==> src/sv/modexp_pkg.sv <==
package modexp_pkg;
   localparam int CsrIndexWidth = 1;
   localparam logic [CsrIndexWidth-1:0] CSR_MODULUS  = 1'b0;
   localparam logic [CsrIndexWidth-1:0] CSR_EXPONENT = 1'b1;

   // one slot of the modular multiply cell chain
   typedef struct packed {
      logic busy;
      logic last;
   } cell_ctl_type;
endpackage

==> src/sv/modular_exponentiation.sv <==
// channel | dir | fields
// req     | in  | tdata[15:0] residue
// rsp     | out | tdata[15:0] power_mod
// csr     | in  | index 0 modulus, index 1 exponent
// Per word: 1 reduce multiply plus up to 2*OPERAND_WIDTH multiplies, each
// passing through the cell row in turn.
// Zero exponent or modulus below two skips the multiplies and goes to output.
// One word at a time; req_tready drops while busy or while rsp holds a word.
// Synchronous active-high reset returns modulus 2 and exponent 1.
module modular_exponentiation import modexp_pkg::*; #(
   parameter int OPERAND_WIDTH = 16
) (
   input  logic        clock,
   input  logic        reset,
   input  logic        req_tvalid,
   output logic        req_tready,
   input  logic [15:0] req_tdata,   // residue
   output logic        rsp_tvalid,
   input  logic        rsp_tready,
   output logic [15:0] rsp_tdata,   // power_mod
   input  logic        csr_we,
   input  logic [CsrIndexWidth-1:0] csr_index,
   input  logic [15:0] csr_wdata
);
   localparam int W = OPERAND_WIDTH;
   localparam int BW = $clog2(W);
   localparam logic [2:0] ST_IDLE = 3'd0, ST_BASE = 3'd1, ST_SQR = 3'd2,
                          ST_MUL = 3'd3, ST_OUT = 3'd4;

   logic [2:0]    state_ff;
   logic [W-1:0]  mod_ff, exp_ff, base_ff, acc_ff;
   logic [BW-1:0] bit_ff;
   logic          wait_ff;
   logic          mstart;
   logic [W-1:0]  ma, mb;
   logic          mdone;
   logic [W-1:0]  mprod;
   logic [15:0]   out_ff;
   logic          ovalid_ff;

   modexp_mul #(.W(W)) u_mul (
      .clock, .reset, .start(mstart), .a(ma), .b(mb), .m(mod_ff),
      .done(mdone), .prod(mprod)
   );

   // base load multiplies residue by 1 to reduce it
   always_comb begin
      mstart = 1'b0;
      ma = acc_ff;
      mb = acc_ff;
      if (state_ff == ST_BASE && !wait_ff) begin
         mstart = 1'b1; ma = base_ff; mb = W'(1);
      end else if (state_ff == ST_SQR && !wait_ff) begin
         mstart = 1'b1;
      end else if (state_ff == ST_MUL && !wait_ff) begin
         mstart = 1'b1; mb = base_ff;
      end
   end

   assign req_tready = (state_ff == ST_IDLE) && !ovalid_ff;
   assign rsp_tvalid = ovalid_ff;
   assign rsp_tdata = out_ff;

   always_ff @(posedge clock) begin
      if (reset) begin
         state_ff <= ST_IDLE;
         mod_ff <= W'(2);
         exp_ff <= W'(1);
         wait_ff <= 1'b0;
         ovalid_ff <= 1'b0;
      end else begin
         if (csr_we && csr_index == CSR_MODULUS) mod_ff <= W'(csr_wdata);
         if (csr_we && csr_index == CSR_EXPONENT) exp_ff <= W'(csr_wdata);
         if (ovalid_ff && rsp_tready) ovalid_ff <= 1'b0;
         if (mstart) wait_ff <= 1'b1;
         case (state_ff)
            ST_IDLE: begin
               if (req_tvalid && !ovalid_ff) begin
                  base_ff <= W'(req_tdata);
                  acc_ff <= W'(1);
                  bit_ff <= BW'(W-1);
                  if (mod_ff < W'(2)) begin
                     acc_ff <= '0; state_ff <= ST_OUT;
                  end else if (exp_ff == '0) begin
                     state_ff <= ST_OUT;
                  end else begin
                     state_ff <= ST_BASE;
                  end
               end
            end
            ST_BASE: if (mdone) begin
               wait_ff <= 1'b0; base_ff <= mprod; state_ff <= ST_SQR;
            end
            ST_SQR: if (mdone) begin
               wait_ff <= 1'b0; acc_ff <= mprod;
               if (exp_ff[bit_ff]) state_ff <= ST_MUL;
               else if (bit_ff == '0) state_ff <= ST_OUT;
               else bit_ff <= bit_ff - 1'b1;
            end
            ST_MUL: if (mdone) begin
               wait_ff <= 1'b0; acc_ff <= mprod;
               if (bit_ff == '0) state_ff <= ST_OUT;
               else begin
                  bit_ff <= bit_ff - 1'b1; state_ff <= ST_SQR;
               end
            end
            ST_OUT: begin
               out_ff <= 16'(acc_ff);
               ovalid_ff <= 1'b1;
               state_ff <= ST_IDLE;
            end
            default: state_ff <= ST_IDLE;
         endcase
      end
   end
endmodule

==> src/sv/modexp_cell.sv <==
// One radix-2 step of an interleaved modular multiply: acc = 2*acc + bit*b mod m.
// The cell takes one multiplier bit and registers the running sum for its neighbor.
module modexp_cell import modexp_pkg::*; #(
   parameter int W = 16
) (
   input  logic         clock,
   input  logic         reset,
   input  logic         in_valid,
   input  logic         in_bit,
   input  logic [W-1:0] in_acc,
   input  logic [W-1:0] b,
   input  logic [W-1:0] m,
   output logic         out_valid,
   output logic [W-1:0] out_acc
);
   logic         valid_ff;
   logic [W-1:0] acc_ff, acc_in;
   logic [W+1:0] dbl, t1, t2;

   always_comb begin
      dbl = {1'b0, in_acc, 1'b0};
      t1 = (dbl >= {2'b00, m}) ? dbl - {2'b00, m} : dbl;
      t2 = t1 + (in_bit ? {2'b00, b} : '0);
      if (t2 >= {2'b00, m}) t2 = t2 - {2'b00, m};
      acc_in = t2[W-1:0];
   end

   always_ff @(posedge clock) begin
      if (reset) begin
         valid_ff <= 1'b0;
      end else begin
         valid_ff <= in_valid;
      end
      acc_ff <= acc_in;
   end

   assign out_valid = valid_ff;
   assign out_acc = acc_ff;
endmodule

==> src/sv/modexp_mul.sv <==
// Modular multiply a*b mod m as a row of W cells, one per bit of a, MSB first.
module modexp_mul import modexp_pkg::*; #(
   parameter int W = 16
) (
   input  logic         clock,
   input  logic         reset,
   input  logic         start,
   input  logic [W-1:0] a,
   input  logic [W-1:0] b,
   input  logic [W-1:0] m,
   output logic         done,
   output logic [W-1:0] prod
);
   logic [W:0]   v;
   logic [W-1:0] acc [W+1];
   logic [W-1:0] a_ff, b_ff;

   always_ff @(posedge clock) begin
      if (start) begin
         a_ff <= a;
         b_ff <= b;
      end
   end

   assign v[0] = start;
   assign acc[0] = '0;

   for (genvar i = 0; i < W; i++) begin : g_cell
      modexp_cell #(.W(W)) u_cell (
         .clock, .reset,
         .in_valid(v[i]),
         .in_bit(i == 0 ? a[W-1] : a_ff[W-1-i]),
         .in_acc(acc[i]),
         .b(i == 0 ? b : b_ff),
         .m,
         .out_valid(v[i+1]),
         .out_acc(acc[i+1])
      );
   end

   assign done = v[W];
   assign prod = acc[W];
endmodule
==> config.mk <==
export PLATFORM = sky130hd
export DESIGN_NAME = modular_exponentiation
export DESIGN_NICKNAME = d
export VERILOG_FILES = /design/src/sv/modexp_pkg.sv /design/src/sv/modular_exponentiation.sv /design/src/sv/modexp_cell.sv /design/src/sv/modexp_mul.sv
export SDC_FILE = /design/constraint.sdc
export NUM_CORES = 2
export LEC_CHECK = 0
export BUFFER_PORTS_ARGS = -buffer_cell sky130_fd_sc_hd__buf_2
export CAP_MARGIN = 25
export CORE_MARGIN = 5
export CORE_UTILIZATION = 60
export CTS_CLUSTER_DIAMETER = 200
export DETAILED_ROUTE_END_ITERATION = 6
export PLACE_DENSITY_LB_ADDON = 0.2
export RECOVER_POWER = 25
export SETUP_SLACK_MARGIN = 0.4
export SLEW_MARGIN = 20
export SYNTH_ARGS = -nofsm -noshare
export SYNTH_HDL_FRONTEND = slang
export SYNTH_SLANG_ARGS = --single-unit
==> constraint.sdc <==
create_clock -name clock -period 12.4 [get_ports clock]
set_input_delay 0 -clock clock [delete_from_list [all_inputs] [get_ports clock]]
set_output_delay 0 -clock clock [all_outputs]
set_load 0.01 [all_outputs]
==> results by group <==
Setup path
  • Arr. time, crit path: 9510 ps
  • Reg2Reg Capture Point: u_mul.g_cell[11].u_cell.out_acc[13]
  • CP Capture Type: flop
  • CP Launch Type: flop
  • Crit-path max FO: 20
  • Worst flop-to-flop path startpoint: mod_ff[0]
  • Worst EP required: 12,880 ps
  • Reg-to-reg slack, setup: 3370 ps
  • Critical path origin: mod_ff[0]
  • Slowest stage delay, CP: 700 ps
  • Most used cell along the critical path: o21ai_0
  • Worst r2r path cells: 30
  • Critical setup path kind: reg2reg
  • Slowest CP cell: dfxtp_2

Logic synthesis
  • Top_reg_cell synth: dfxtp_1
  • Flops & latches, synth: 392
  • Most frequent cell after synthesis: ha_1
  • Post-synth ARST share: 0
  • Syn avg cell area: 8.20 um2
  • EDFF count, synth: 83
  • Post-Syn Instances: 6,178
  • Commonest cells post-synth: 754 x ha_1, 540 x a21oi_1, 496 x nand2_1
  • Synth area leader: ha_1
  • Syn nets: 7,017
  • Register area share after synthesis: 0.171
  • Synth area leaders: ha_1 19%, dfxtp_1 12%, xnor2_1 7.2%
  • Yosys warning count: 0
  • Synthesized area: 50,700 um2
  • Cell variety after synth: 109
  • Share of the synthesized area in the top cell type: 0.186

STA
  • Min Tclk post-route: 9030 ps
  • Fmax: 111 MHz
  • Final setup viols: 0
  • Final hold vios: 0
  • Rel. slew slack: -0.508
  • Least-Margin Pin Slew: 2260 ps
  • Slew Viols, Final: 87
  • Final Cycle Share: 0.728
  • RSZ-0062 raised after global routing: no
  • Setup Skew: 46.6 ps
  • Minimum hold slack: 36.6 ps
  • TNS Setup: 0 ps

Drt
  • WL final: 154,000 um
  • Drt pass-1 iters: 6
  • Post-DRT Antenna Nets: 0
  • Vias per cell: 6.24
  • Drt first-iter violations: 4,077
  • Routed WL per cell: 20.7 um
  • Vias after detailed routing: 46,500
  • DR DRC count: 0

Global route
  • Vias in the first global route: 43,700
  • Largest net degree at the start of global routing: 55
  • Global-route wire length before repair: 239,000 um
  • Tot GR Track Use: 0.328
  • Grt total ovfl: 0
  • Antenna violations before repair: 14

Die
  • Die Ht: 301 um
  • Starting Density: 0.606
  • FP Rows: 106
  • Die Area: 90,400 um2
  • CORE AREA: 83,700 um2
  • Die width: 301 um
  • I/O pin count: 56

Clock tree
  • Total CTS buffers: 49
  • Clock buffer depth: 3
  • Root Driver: clkbuf_16
  • Post-CTS sizing: 0
  • Clock Latency Late Sink: 640 ps
  • CTS tree: yes
  • # hold bufs at CTS: 51
  • Clock sink count: 392
  • H-tree depth: 2
  • Post-CTS setup buffer count: 0
  • Clock transition at path regs: 60 ps

Cells and area
  • Share of cells above drive strength 1: 0.0890
  • Nets@finish: 7,105
  • Synthesis-to-finish area growth: 7.46%

Hold path
  • Hold endpoint: exp_ff[1]
  • Hold Path Stages: 4
  • Hold crit path type: in2reg
  • Beginning of the worst hold path: csr_we

Place
  • DP Wirelength: 112,000 um
  • GP Congestion: 0.980
  • Number of port buffers: 55

Flow run
  • Maxcap violations: 2

Status
  • Status: finished, violations left
  • Failing checks: max-capacitance violations, max-slew violations
## cells in the final DEF (no fill, tap or decap), types with 21 or more instances in the layout
master | Yosys | layout
nand4_1 | 91 | 91
buf_4 | 5 | 59
mux2i_1 | 27 | 27
mux2_2 | 235 | 235
nand2_1 | 496 | 496
and3_1 | 32 | 32
nand2b_1 | 91 | 91
edfxtp_1 | 83 | 83
a211o_1 | 21 | 21
and2_1 | 265 | 255
o21ai_0 | 372 | 372
or2_2 | 29 | 29
o31ai_1 | 27 | 26
a21o_1 | 222 | 222
a21oi_1 | 540 | 539
xor2_1 | 183 | 183
nor3_1 | 97 | 95
mux2_4 | 26 | 26
a31oi_1 | 38 | 36
mux2_1 | 61 | 61
clkbuf_1 | 113 | 30
nor2_1 | 402 | 402
dlygate4sd3_1 | 0 | 51
dfxtp_1 | 309 | 308
or3_1 | 43 | 43
inv_1 | 268 | 253
a21boi_0 | 24 | 24
ha_1 | 754 | 754
clkbuf_16 | 0 | 51
nor2b_1 | 156 | 155
a211oi_1 | 36 | 35
fa_1 | 47 | 47
nor4_1 | 48 | 47
buf_2 | 5 | 37
nand3_1 | 104 | 104
o21bai_1 | 66 | 66
xnor2_1 | 417 | 417
o21a_1 | 104 | 104
o211ai_1 | 25 | 25
## cell families after synthesis
group	after synthesis	synth area share
and+or+nand+nor	1911	0.189
adders and majority gates	801	0.205
buffers and inverters	402	0.0318
DFF	392	0.171
AOI/OAI and AO/OA	1718	0.218
muxes	354	0.0810
xor gates and xnor gates	600	0.104
## critical path, delay by kind of cell, from the launching register on
kind | cells | cell delay, ps
AND/OR/NAND/NOR | 5 | 1570
buffers and inverters | 3 | 1150
XOR/XNOR | 1 | 180
AO/OA/AOI/OAI | 17 | 3640
flip-flops | 1 | 700
multiplexers | 1 | 410
adder cells (fa/ha/maj) | 3 | 1180
## state kept, by name (all words and copies together) (netlist names)
register	count
u_mul.g_cell.u_cell.out_acc	256
acc_ff	16
base_ff	16
exp_ff	16
mod_ff	16
rsp_tdata	16
u_mul.b_ff	16
u_mul.g_cell.u_cell.out_valid	16
u_mul.a_ff	15
bit_ff	4
state_ff	3
rsp_tvalid	1
wait_ff	1
## worst max path at each step
stage | end | slack, ps | depth (start not counted)
2_1_floorplan | u_mul.g_cell[4].u_cell.out_acc[10] | 3670 | 35
3_3_place_gp | u_mul.g_cell[12].u_cell.out_acc[2] | 3870 | 32
3_5_place_dp | u_mul.g_cell[11].u_cell.out_acc[1] | 3630 | 30
4_1_cts | u_mul.g_cell[11].u_cell.out_acc[13] | 3550 | 30
5_1_grt | u_mul.g_cell[11].u_cell.out_acc[13] | 2640 | 30
6_report | u_mul.g_cell[11].u_cell.out_acc[13] | 3370 | 30
## metal layers
metal / part of all wire / vias up / track usage
met5: 0.000084 / - / 0
met4: 0.041 / 2 / 0.122
met3: 0.083 / 351 / 0.0453
met2: 0.45 / 1656 / 0.542
met1: 0.43 / 21800 / 0.437
li1: - / 22700 / -
## stage by stage
step / worst slack, ps / area, um2 / utilization / instances
floorplan: 3670 / 50700 / - / 6178
global placement: 3870 / 52300 / 0.626 / 7298
detailed placement: 3630 / 52300 / 0.626 / 7298
CTS: 3550 / 54500 / 0.651 / 7435
global route: 2640 / 54400 / 0.651 / 7441
finish: 3370 / 54500 / 0.651 / 7451
## final cells by class
type | count | area (um2)
clock buffers | 63 | 1370
multi-input cells | 5384 | 40500
diodes | 16 | 40.0
inverters | 269 | 1010
clock inverters | 23 | 241
fillers | 7249 | 29200
well taps | 1134 | 1420
flip-flops and latches | 392 | 8680
repair buffers | 170 | 1220
Power is left out: the tool's default activity adds up to more than one toggle a clock period on the data nets, which glitch-free logic cannot reach.
